### src/rtl/qjt_pkg.sv
`default_nettype none
package qjt_pkg;

	localparam int JOINTS = 4;
	localparam int JW     = 2;

	// Q1.30 one, and the bit-serial unit sizes
	localparam logic [30:0] ONE_Q30  = 31'h4000_0000;
	localparam logic [63:0] HALF_Q30 = 64'h0000_0000_2000_0000;
	localparam int DIV_W   = 62;
	localparam int MUL_AW  = 33;
	localparam int MUL_BW  = 31;

	// Configuration register indexes
	localparam logic [1:0] REG_TILT   = 2'd0;
	localparam logic [1:0] REG_COORD  = 2'd1;
	localparam logic [1:0] REG_SPEED  = 2'd2;
	localparam logic [1:0] REG_PERIOD = 2'd3;

	// Input function codes
	localparam logic FUNC_START = 1'b0;
	localparam logic FUNC_TICK  = 1'b1;

	// Return codes
	localparam logic [1:0] RET_INIT = 2'd0;
	localparam logic [1:0] RET_RUN  = 2'd1;
	localparam logic [1:0] RET_OK   = 2'd2;

	typedef struct packed {
		logic               func;
		logic signed [31:0] init_q1;
		logic signed [31:0] init_q2;
		logic signed [31:0] init_q3;
		logic signed [31:0] init_q4;
	} qjt_in_t;

	typedef struct packed {
		logic signed [31:0] pose_q1;
		logic signed [31:0] pose_q2;
		logic signed [31:0] pose_q3;
		logic signed [31:0] pose_q4;
		logic [31:0]        total_duration;
		logic               moving;
		logic [1:0]         action_ret;
	} qjt_out_t;

endpackage
`default_nettype wire

### src/rtl/qjt_div.sv
`default_nettype none
module qjt_div import qjt_pkg::*; (
	input  wire logic             clk,
	input  wire logic             arst_n,
	input  wire logic             start,
	input  wire logic [DIV_W-1:0] dividend,
	input  wire logic [31:0]      divisor,
	output logic                  done,
	output logic [DIV_W-1:0]      quot
);

	logic [31:0]      rem_q;
	logic [DIV_W-1:0] quo_q;
	logic [31:0]      dvs_q;
	logic [5:0]       cnt_q;
	logic             busy_q;
	logic             done_q;
	logic [33:0]      trial;

	// Try subtracting the divisor from the shifted remainder
	assign trial = {1'b0, rem_q, quo_q[DIV_W-1]} - {2'b00, dvs_q};

	always_ff @(posedge clk or negedge arst_n) begin
		if (!arst_n) begin
			busy_q <= 1'b0;
			done_q <= 1'b0;
			cnt_q  <= '0;
		end else begin
			done_q <= 1'b0;
			if (start) begin
				busy_q <= 1'b1;
				cnt_q  <= 6'(DIV_W);
			end else if (busy_q) begin
				cnt_q <= cnt_q - 6'd1;
				if (cnt_q == 6'd1) begin
					busy_q <= 1'b0;
					done_q <= 1'b1;
				end
			end
		end
	end

	// One quotient bit per cycle, restoring
	always_ff @(posedge clk) begin
		if (start) begin
			rem_q <= '0;
			quo_q <= dividend;
			dvs_q <= divisor;
		end else if (busy_q) begin
			rem_q <= trial[33] ? {rem_q[30:0], quo_q[DIV_W-1]} : trial[31:0];
			quo_q <= {quo_q[DIV_W-2:0], ~trial[33]};
		end
	end

	assign done = done_q;
	assign quot = quo_q;

endmodule
`default_nettype wire

### src/rtl/qjt_mul.sv
`default_nettype none
module qjt_mul import qjt_pkg::*; (
	input  wire logic              clk,
	input  wire logic              arst_n,
	input  wire logic              start,
	input  wire logic [MUL_AW-1:0] a,
	input  wire logic [MUL_BW-1:0] b,
	output logic                   done,
	output logic [63:0]            prod
);

	logic [MUL_AW:0]   acc_q;
	logic [MUL_BW-1:0] lo_q;
	logic [MUL_AW-1:0] a_q;
	logic [4:0]        cnt_q;
	logic              busy_q;
	logic              done_q;
	logic [MUL_AW:0]   sum;

	assign sum = acc_q + (lo_q[0] ? {1'b0, a_q} : '0);

	always_ff @(posedge clk or negedge arst_n) begin
		if (!arst_n) begin
			busy_q <= 1'b0;
			done_q <= 1'b0;
			cnt_q  <= '0;
		end else begin
			done_q <= 1'b0;
			if (start) begin
				busy_q <= 1'b1;
				cnt_q  <= 5'(MUL_BW);
			end else if (busy_q) begin
				cnt_q <= cnt_q - 5'd1;
				if (cnt_q == 5'd1) begin
					busy_q <= 1'b0;
					done_q <= 1'b1;
				end
			end
		end
	end

	// Shift-add, one multiplier bit per cycle
	always_ff @(posedge clk) begin
		if (start) begin
			acc_q <= '0;
			lo_q  <= b;
			a_q   <= a;
		end else if (busy_q) begin
			acc_q <= {1'b0, sum[MUL_AW:1]};
			lo_q  <= {sum[0], lo_q[MUL_BW-1:1]};
		end
	end

	assign done = done_q;
	assign prod = {acc_q[MUL_AW-1:0], lo_q};

endmodule
`default_nettype wire

### src/rtl/quintic_joint_trajectory.sv
// A start item runs one 62-step serial divide per joint, none where the speed is zero.
// A tick in motion runs a 62-step serial divide for the time ratio and four 31-step serial
// multiplies for the powers (both skipped for a zero duration), then one per blended joint.
// Throughput: one item at a time; the next item is taken once the result is registered.
// Reset (arst_n low): registers at defaults, poses, durations and time cleared, no result.
`default_nettype none
module quintic_joint_trajectory import qjt_pkg::*; (
	input  wire logic        clk,
	input  wire logic        arst_n,
	input  wire logic        in_valid,
	output logic             in_ready,
	input  wire qjt_in_t     in_data,
	output logic             out_valid,
	input  wire logic        out_ready,
	output qjt_out_t         out_data,
	input  wire logic        cfg_valid,
	output logic             cfg_ready,
	input  wire logic [1:0]  cfg_index,
	input  wire logic [31:0] cfg_data
);

	typedef enum logic [14:0] {
		ST_IDLE   = 15'b000000000000001,
		ST_TRAV   = 15'b000000000000010,
		ST_TDIV   = 15'b000000000000100,
		ST_TUPD   = 15'b000000000001000,
		ST_TICK   = 15'b000000000010000,
		ST_SMOOTH = 15'b000000000100000,
		ST_UDIV   = 15'b000000001000000,
		ST_PMUL   = 15'b000000010000000,
		ST_PWAIT  = 15'b000000100000000,
		ST_POLY   = 15'b000001000000000,
		ST_SCLAMP = 15'b000010000000000,
		ST_BLEND  = 15'b000100000000000,
		ST_BWAIT  = 15'b001000000000000,
		ST_TIME   = 15'b010000000000000,
		ST_OUT    = 15'b100000000000000
	} state_t;

	state_t state_q;

	logic signed [31:0] tilt_q;
	logic               coord_q;
	logic [31:0]        speed_q;
	logic [15:0]        period_q;

	logic [31:0] start_q [JOINTS];
	logic [31:0] goal_q  [JOINTS];
	logic [31:0] cur_q   [JOINTS];
	logic [31:0] jdur_q  [JOINTS];
	logic [31:0] longest_q;
	logic [31:0] elapsed_q;
	logic [JW-1:0] active_q;

	logic [JW-1:0] k_q;
	logic          all_q;
	logic [31:0]   dur_q;
	logic [1:0]    pcnt_q;
	logic [30:0]   u_q;
	logic [30:0]   pw_q;
	logic [30:0]   u3_q;
	logic [30:0]   u4_q;
	logic [30:0]   u5_q;
	logic [34:0]   pos_q;
	logic [34:0]   neg_q;
	logic [30:0]   s_q;
	logic          moving_q;
	logic [1:0]    ret_q;

	logic     out_valid_q;
	qjt_out_t out_q;

	logic             div_start;
	logic [DIV_W-1:0] div_dividend;
	logic [31:0]      div_divisor;
	logic             div_done;
	logic [DIV_W-1:0] div_quot;

	logic              mul_start;
	logic [MUL_AW-1:0] mul_a;
	logic [MUL_BW-1:0] mul_b;
	logic              mul_done;
	logic [63:0]       mul_prod;

	logic        in_acc;
	logic        out_free;
	logic [32:0] diff;
	logic        diff_neg;
	logic [32:0] mag;
	logic [63:0] bsum;
	logic [31:0] bq;
	logic [32:0] esum;
	logic [34:0] pos_n;
	logic [34:0] neg_n;
	logic [34:0] sdiff;
	logic [30:0] u_n;

	assign in_ready  = (state_q == ST_IDLE);
	assign in_acc    = in_valid && in_ready;
	assign cfg_ready = 1'b1;
	assign out_free  = !out_valid_q || out_ready;

	// Travel of the selected joint
	assign diff     = {goal_q[k_q][31], goal_q[k_q]} - {start_q[k_q][31], start_q[k_q]};
	assign diff_neg = diff[32];
	assign mag      = diff_neg ? (33'd0 - diff) : diff;

	// Rounded blend term and saturating time update
	assign bsum = mul_prod + HALF_Q30;
	assign bq   = bsum[61:30];
	assign esum = {1'b0, elapsed_q} + {17'd0, period_q};

	// Polynomial terms by shift and add
	assign pos_n = ({4'd0, u3_q} << 3) + ({4'd0, u3_q} << 1)
		+ ({4'd0, u5_q} << 2) + ({4'd0, u5_q} << 1);
	assign neg_n = ({4'd0, u4_q} << 4) - {4'd0, u4_q};
	assign sdiff = pos_q - neg_q;
	assign u_n   = (div_quot > {31'd0, ONE_Q30}) ? ONE_Q30 : div_quot[30:0];

	// Drive the serial units
	always_comb begin
		div_start    = 1'b0;
		div_dividend = {13'd0, mag, 16'd0};
		div_divisor  = speed_q;
		mul_start    = 1'b0;
		mul_a        = {2'b00, pw_q};
		mul_b        = u_q;
		case (state_q)
			ST_TRAV: begin
				div_start = (speed_q != 32'd0);
			end
			ST_SMOOTH: begin
				div_start    = (dur_q != 32'd0);
				div_dividend = {elapsed_q, 30'd0};
				div_divisor  = dur_q;
			end
			ST_PMUL: begin
				mul_start = 1'b1;
			end
			ST_BLEND: begin
				mul_start = 1'b1;
				mul_a     = mag;
				mul_b     = s_q;
			end
			default: begin
			end
		endcase
	end

	qjt_div u_div (
		.clk      (clk),
		.arst_n   (arst_n),
		.start    (div_start),
		.dividend (div_dividend),
		.divisor  (div_divisor),
		.done     (div_done),
		.quot     (div_quot)
	);

	qjt_mul u_mul (
		.clk    (clk),
		.arst_n (arst_n),
		.start  (mul_start),
		.a      (mul_a),
		.b      (mul_b),
		.done   (mul_done),
		.prod   (mul_prod)
	);

	// Configuration registers
	always_ff @(posedge clk or negedge arst_n) begin
		if (!arst_n) begin
			tilt_q   <= '0;
			coord_q  <= 1'b1;
			speed_q  <= 32'd65536;
			period_q <= 16'd13107;
		end else if (cfg_valid && cfg_ready) begin
			case (cfg_index)
				REG_TILT:   tilt_q   <= cfg_data;
				REG_COORD:  coord_q  <= cfg_data[0];
				REG_SPEED:  speed_q  <= cfg_data;
				REG_PERIOD: period_q <= cfg_data[15:0];
				default: begin
				end
			endcase
		end
	end

	// Sequencer and move state
	always_ff @(posedge clk or negedge arst_n) begin
		if (!arst_n) begin
			state_q     <= ST_IDLE;
			out_valid_q <= 1'b0;
			longest_q   <= '0;
			elapsed_q   <= '0;
			active_q    <= '0;
			k_q         <= '0;
			all_q       <= 1'b0;
			dur_q       <= '0;
			pcnt_q      <= '0;
			u_q         <= '0;
			pw_q        <= '0;
			u3_q        <= '0;
			u4_q        <= '0;
			u5_q        <= '0;
			pos_q       <= '0;
			neg_q       <= '0;
			s_q         <= '0;
			moving_q    <= 1'b0;
			ret_q       <= RET_INIT;
			for (int i = 0; i < JOINTS; i++) begin
				start_q[i] <= '0;
				goal_q[i]  <= '0;
				cur_q[i]   <= '0;
				jdur_q[i]  <= '0;
			end
		end else begin
			// drop the result once taken, unless a new one loads now
			if (out_valid_q && out_ready && (state_q != ST_OUT)) begin
				out_valid_q <= 1'b0;
			end
			case (state_q)
				ST_IDLE: begin
					if (in_acc) begin
						moving_q <= 1'b1;
						if (in_data.func == FUNC_START) begin
							start_q[0] <= in_data.init_q1;
							start_q[1] <= in_data.init_q2;
							start_q[2] <= in_data.init_q3;
							start_q[3] <= in_data.init_q4;
							cur_q[0]   <= in_data.init_q1;
							cur_q[1]   <= in_data.init_q2;
							cur_q[2]   <= in_data.init_q3;
							cur_q[3]   <= in_data.init_q4;
							goal_q[0]  <= in_data.init_q1;
							goal_q[1]  <= in_data.init_q2;
							goal_q[2]  <= in_data.init_q3;
							goal_q[3]  <= tilt_q;
							active_q   <= '0;
							elapsed_q  <= '0;
							longest_q  <= '0;
							k_q        <= '0;
							ret_q      <= RET_INIT;
							state_q    <= ST_TRAV;
						end else begin
							ret_q   <= RET_RUN;
							state_q <= ST_TICK;
						end
					end
				end
				ST_TRAV: begin
					if (speed_q == 32'd0) begin
						jdur_q[k_q] <= (mag != 33'd0) ? 32'hFFFF_FFFF : 32'd0;
						state_q     <= ST_TUPD;
					end else begin
						state_q <= ST_TDIV;
					end
				end
				ST_TDIV: begin
					if (div_done) begin
						jdur_q[k_q] <= (div_quot[DIV_W-1:32] != '0) ? 32'hFFFF_FFFF
							: div_quot[31:0];
						state_q <= ST_TUPD;
					end
				end
				ST_TUPD: begin
					if (jdur_q[k_q] > longest_q) begin
						longest_q <= jdur_q[k_q];
					end
					k_q     <= k_q + 1'b1;
					state_q <= (k_q == JW'(JOINTS - 1)) ? ST_OUT : ST_TRAV;
				end
				ST_TICK: begin
					if (coord_q) begin
						if (elapsed_q <= longest_q) begin
							dur_q   <= longest_q;
							k_q     <= '0;
							all_q   <= 1'b1;
							state_q <= ST_SMOOTH;
						end else begin
							for (int i = 0; i < JOINTS; i++) cur_q[i] <= goal_q[i];
							moving_q <= 1'b0;
							ret_q    <= RET_OK;
							state_q  <= ST_TIME;
						end
					end else if (elapsed_q <= jdur_q[active_q]) begin
						dur_q   <= jdur_q[active_q];
						k_q     <= active_q;
						all_q   <= 1'b0;
						state_q <= ST_SMOOTH;
					end else if (active_q == JW'(JOINTS - 1)) begin
						for (int i = 0; i < JOINTS; i++) cur_q[i] <= goal_q[i];
						moving_q <= 1'b0;
						ret_q    <= RET_OK;
						state_q  <= ST_TIME;
					end else begin
						// advance to the next joint, restart its clock
						active_q  <= active_q + 1'b1;
						elapsed_q <= '0;
						state_q   <= ST_TIME;
					end
				end
				ST_SMOOTH: begin
					if (dur_q == 32'd0) begin
						s_q     <= ONE_Q30;
						state_q <= ST_BLEND;
					end else begin
						state_q <= ST_UDIV;
					end
				end
				ST_UDIV: begin
					if (div_done) begin
						u_q     <= u_n;
						pw_q    <= u_n;
						pcnt_q  <= '0;
						state_q <= ST_PMUL;
					end
				end
				ST_PMUL: begin
					state_q <= ST_PWAIT;
				end
				ST_PWAIT: begin
					if (mul_done) begin
						pw_q   <= mul_prod[60:30];
						pcnt_q <= pcnt_q + 2'd1;
						case (pcnt_q)
							2'd1: u3_q <= mul_prod[60:30];
							2'd2: u4_q <= mul_prod[60:30];
							2'd3: u5_q <= mul_prod[60:30];
							default: begin
							end
						endcase
						state_q <= (pcnt_q == 2'd3) ? ST_POLY : ST_PMUL;
					end
				end
				ST_POLY: begin
					pos_q   <= pos_n;
					neg_q   <= neg_n;
					state_q <= ST_SCLAMP;
				end
				ST_SCLAMP: begin
					if (pos_q <= neg_q) begin
						s_q <= '0;
					end else if (sdiff > {4'd0, ONE_Q30}) begin
						s_q <= ONE_Q30;
					end else begin
						s_q <= sdiff[30:0];
					end
					state_q <= ST_BLEND;
				end
				ST_BLEND: begin
					state_q <= ST_BWAIT;
				end
				ST_BWAIT: begin
					if (mul_done) begin
						cur_q[k_q] <= diff_neg ? (start_q[k_q] - bq) : (start_q[k_q] + bq);
						if (all_q && (k_q != JW'(JOINTS - 1))) begin
							k_q     <= k_q + 1'b1;
							state_q <= ST_BLEND;
						end else begin
							state_q <= ST_TIME;
						end
					end
				end
				ST_TIME: begin
					elapsed_q <= esum[32] ? 32'hFFFF_FFFF : esum[31:0];
					state_q   <= ST_OUT;
				end
				ST_OUT: begin
					if (out_free) begin
						out_valid_q <= 1'b1;
						state_q     <= ST_IDLE;
					end
				end
				default: begin
					state_q <= ST_IDLE;
				end
			endcase
		end
	end

	// Output register
	always_ff @(posedge clk) begin
		if (state_q == ST_OUT && out_free) begin
			out_q.pose_q1        <= cur_q[0];
			out_q.pose_q2        <= cur_q[1];
			out_q.pose_q3        <= cur_q[2];
			out_q.pose_q4        <= cur_q[3];
			out_q.total_duration <= longest_q;
			out_q.moving         <= moving_q;
			out_q.action_ret     <= ret_q;
		end
	end

	assign out_valid = out_valid_q;
	assign out_data  = out_q;

	a_div_owner: assert property (@(posedge clk) disable iff (!arst_n)
		div_done |-> (state_q == ST_TDIV || state_q == ST_UDIV))
		else $error("divider finished outside a divide wait");

	a_mul_owner: assert property (@(posedge clk) disable iff (!arst_n)
		mul_done |-> (state_q == ST_PWAIT || state_q == ST_BWAIT))
		else $error("multiplier finished outside a multiply wait");

	a_standby_ok: assert property (@(posedge clk) disable iff (!arst_n)
		(out_valid && !out_data.moving) |-> (out_data.action_ret == RET_OK))
		else $error("standby result without ok return");

	a_accept_busy: assert property (@(posedge clk) disable iff (!arst_n)
		in_acc |=> !in_ready)
		else $error("item accepted but sequencer stayed idle");

endmodule
`default_nettype wire

### config.mk
export PLATFORM = sky130hd
export DESIGN_NAME = quintic_joint_trajectory
export DESIGN_NICKNAME = d
export VERILOG_FILES = /design/src/rtl/qjt_pkg.sv /design/src/rtl/qjt_div.sv /design/src/rtl/qjt_mul.sv /design/src/rtl/quintic_joint_trajectory.sv
export SDC_FILE = /design/constraint.sdc
export NUM_CORES = 2
export LEC_CHECK = 0
export BUFFER_PORTS_ARGS = -buffer_cell sky130_fd_sc_hd__buf_4
export CORE_MARGIN = 2
export CORE_UTILIZATION = 40
export CTS_BUF_LIST = sky130_fd_sc_hd__clkbuf_2 sky130_fd_sc_hd__clkbuf_4 sky130_fd_sc_hd__clkbuf_8
export DETAILED_ROUTE_END_ITERATION = 8
export SETUP_SLACK_MARGIN = 0.2
export SLEW_MARGIN = 15
export SYNTH_ARGS = -nofsm -noshare
export SYNTH_HDL_FRONTEND = slang
export SYNTH_HIERARCHICAL = 1
export SYNTH_SLANG_ARGS = --single-unit
### constraint.sdc
create_clock -name clk -period 11.9 [get_ports clk]
set_clock_uncertainty 0.05 [all_clocks]
set_input_delay 0.595 -clock clk [delete_from_list [all_inputs] [get_ports clk]]
set_output_delay 0.595 -clock clk [all_outputs]
set_load 0.03 [all_outputs]
==> results by group <==
Final layout
  – Multi-input gate area: 0.0390 mm^2
  – Register area: 0.0332 mm^2
  – Nets: 8473
  – Final Cell Area: 0.0865 mm^2
  – Number of fillers in the final layout: 17500
  – Area Growth Syn to Fin: 15.3%
  – Layout cells sized above 1: 18.3%

Yosys
  – Unique masters post-synth: 123
  – Number of synthesized register bits: 1275
  – Post-synth EDFFs: 321
  – Most area-hungry cell type in the Yosys netlist: dfrtp_1
  – Area fraction of the dominant cell type after synthesis: 29.3%
  – Synth Instances: 7486
  – Area contributors post-synth: dfrtp_1 29%, edfxtp_1 13%, mux2_2 6.9%, ha_1 5.9%, nand2_1 4.0%
  – Largest family of logic cells by synthesized area: compound AO/OA/AOI/OAI gates
  – Synth Flop Type: dfrtp_1
  – XOR/XNOR Fraction of Synth Area: 3.28%
  – Post-synthesis compound-gate area fraction: 16.3%
  – Simple-gate area share of the yosys netlist: 14.0%
  – Synth warnings: 6
  – Synth Area in Adders: 7.67%
  – Share of flip-flops with an asynchronous set or reset: 69.7%
  – Avg Cell Area, Syn: 10.0 um^2
  – Mapped Area: 0.0750 mm^2
  – Sequential fraction of the synthesis area: 44.3%
  – Mux share of post-synthesis cell area: 10.4%

Pwr
  – Power per cell area: 283 mW/mm^2
  – Max VDD drop: 0.245 mV
  – Leak: 38.0 nW

Place
  – DP HPWL: 198000 um
  – GP Congestion: 0.960
  – Post-DP Area: 0.0799 mm^2
  – Port-buffer cells: 332

CTS
  – Clock sink count: 1275
  – Root Buffer: clkbuf_8
  – CTS tree: built
  – Clock buffer depth: 3
  – Clock slew at reported path FFs: 0.07 ns
  – Number of setup buffers added after CTS: 0
  – Num CTS Buffers: 213
  – Later-pin clock latency in the skew report: 0.98 ns
  – Htree depth: 4

Setup path
  – WP data arrival: 9.93 ns
  – Critical Path Source Type: register
  – Crit path kind: reg -> reg
  – Crit-path max FO: 59
  – Setup crit end kind: register
  – R2r worst-path depth: 27
  – Worst path required time: 12.71 ns

Timing
  – Final Hold Viols: 0
  – RSZ-0062 raised after global routing: false
  – Fin. max-slew vios: 0
  – Fmax: 0.110 GHz
  – Slew HR: 13.6%
  – Tcrit/Tclk final: 76.6%
  – Final setup fails: 0
  – Total negative slack: 0 ns
  – Worst Tran Pin Value: 1.28 ns
  – Time the worst path needs with I/O delays and setup: 9.12 ns
  – Tightest hold margin: 0.276 ns

Route
  – Routed via count: 62100
  – Vias per inst: 5.88
  – Detailed Route WL: 268000 um
  – Initial DRC Count: 6384
  – Remaining antenna violation count after routing: 0
  – Routed WL per cell: 25.4 um
  – TritonRoute pass-1 iters: 6
  – DRC viols: 0

Floorplanning
  – Io pins: 334
  – Die H: 437 um
  – Cell Rows: 158
  – Die Span X: 437 um
  – Core Area: 0.186 mm^2
  – Initial Util: 40.4%
  – DIE AREA: 0.191 mm^2

Global route
  – Largest net degree at the start of global routing: 167
  – First-pass GRT wire length: 396000 um
  – Overall Global Routing Usage: 27.4%
  – GRT overflow: 0
  – Initial antenna violation count: 18
  – Vias in the first global route: 59800

Run
  – MaxCap Viol Count: 0

Outcome
  – Status: completed

Worst hold path
  – Worst min-delay path category: in -> async
[final timing paths]
path,from,endpoint,slack [ns]
min reg2reg,cur_q[117]$_DFFE_PN0P_,out_data[152]$_DFFE_PP_,0.38
max in group asynchronous,arst_n,pos_q[29]$_DFFE_PN0P_,9.16
min,arst_n,jdur_q[85]$_DFFE_PN0P_,0.28
max,k_q[1]$_DFFE_PN0P_,cur_q[127]$_DFFE_PN0P_,2.78
max reg2reg,k_q[1]$_DFFE_PN0P_,cur_q[127]$_DFFE_PN0P_,2.78
min in group clk,cfg_data[29],tilt_q[29]$_DFFE_PN0P_,0.36
[state kept, by name, summed over array words and instances, names as in the netlist, 33 cells and up]
signal       cells
u_mul/a_q       33
pos_q           34
neg_q           35
goal_q         128
u_mul/acc_q     33
u_div/quot      62
jdur_q         128
cur_q          128
out_data       163
[worst max-delay path, cell delays in order, from the launching register on]
cell	delay, ns
dfrtp_4	0.93
buf_4	0.66
nor2b_1	0.11
a211oi_1	0.34
a21oi_1	0.08
ha_1	0.50
o21ai_1	0.17
nor3_1	0.24
a21boi_1	0.33
o21ai_0	0.29
a211o_1	0.41
a21oi_1	0.44
o21ai_4	0.23
o21ai_0	0.39
ha_1	0.29
nor2b_1	0.13
o21a_1	0.19
o21ai_0	0.27
a21oi_1	0.19
o211ai_1	0.31
a21oi_1	0.21
o21ai_0	0.62
o21bai_1	0.28
o21a_1	0.27
a311oi_1	0.34
xnor2_1	0.28
o22ai_1	0.15
a22o_1	0.20
[layout make-up]
class,instances,share of cell area (%)
well taps,2480,3.59
diodes,9,0.0260
clock inverters,67,0.835
multi-input cells,5470,45.2
flip-flops and latches,1275,38.4
clock buffers,338,4.79
repair buffers,601,5.79
inverters,324,1.41
[cells in the final DEF, fill, tap and decap left out, types with 53 or more instances in the layout]
cell type	count
ha_1	354
nand2b_1	53
dfrtp_1	874
xor2_1	107
nand3_1	255
buf_4	427
nor4_1	61
and2_1	78
nand2_1	805
fa_1	66
inv_1	323
dfxtp_1	65
a21oi_1	397
a31oi_1	195
xnor2_1	171
nor2_1	540
a22o_1	145
dlygate4sd3_1	167
a211oi_1	74
clkbuf_4	81
nor3_1	87
nand4_1	74
mux2i_1	123
mux4_2	64
a21o_1	170
edfxtp_1	321
nor2b_1	75
clkbuf_8	257
o21a_1	61
mux2_2	457
o21ai_0	406
[where the power goes]
part	internal, mW	switching, mW	leakage, nW
clock network	2.49	1.96	2.60
registers	5.65	1.21	15.2
logic	4.71	8.45	20.1
[cells in the mapped netlist, drive strengths merged (21+ instances only)]
library cell	instances
a211oi	78
mux2i	123
o21bai	34
buf	96
nor3b	21
nor2b	76
xor2	107
a21oi	403
edfxtp	321
clkbuf	336
and2	85
nand2	807
dfxtp	65
nand3	255
o22ai	34
nor4	65
inv	324
fa	66
a311oi	28
ha	354
nor2	545
o21a	62
and3	52
a31oi	196
mux2	457
nand4	74
o21ai	451
xnor2	173
o211ai	27
nor3	90
o2bb2ai	43
mux4	64
dfrtp	878
nand2b	53
or3	37
a21o	171
a22o	145
[cell families (layout without fill, tap and decap cells)]
| group | Yosys count | after routing |
|---|---|---|
| AO/OA/AOI/OAI | 1863 | 1863 |
| flip-flops | 1275 | 1275 |
| AND/OR/NAND/NOR | 2246 | 2246 |
| other | 2 | 26 |
| adder cells (fa/ha/maj) | 420 | 420 |
| multiplexers | 644 | 644 |
| XOR/XNOR | 280 | 280 |
| buffers and inverters | 756 | 1330 |
[routing by layer]
metal	wire length, um	vias to the layer above	GRT usage, %
met3	18600	502	4.25
met2	122000	2517	42.6
met5	40	-	0
met1	117000	31100	38.3
li1	-	28000	-
met4	10800	6	10.4
[metrics by stage]
step | instances | setup WS [ns] | utilization [%] | total power, mW
2_1_floorplan | 7501 | 2.34 | - | 14.9
3_3_place_gp | 9982 | 3.22 | 43.0 | 19.6
3_5_place_dp | 9982 | 3.02 | 43.0 | 19.7
4_1_cts | 10600 | 2.97 | 46.5 | 24.3
5_1_grt | 10600 | 2.19 | 46.5 | 25.7
6_report | 10600 | 2.78 | 46.5 | 24.5
[repair_timing]
action	CTS	global route
hold endpoints to repair	429	0
hold buffers	167	0
resized for setup	0	0
(Power assumes the default switching activity.)
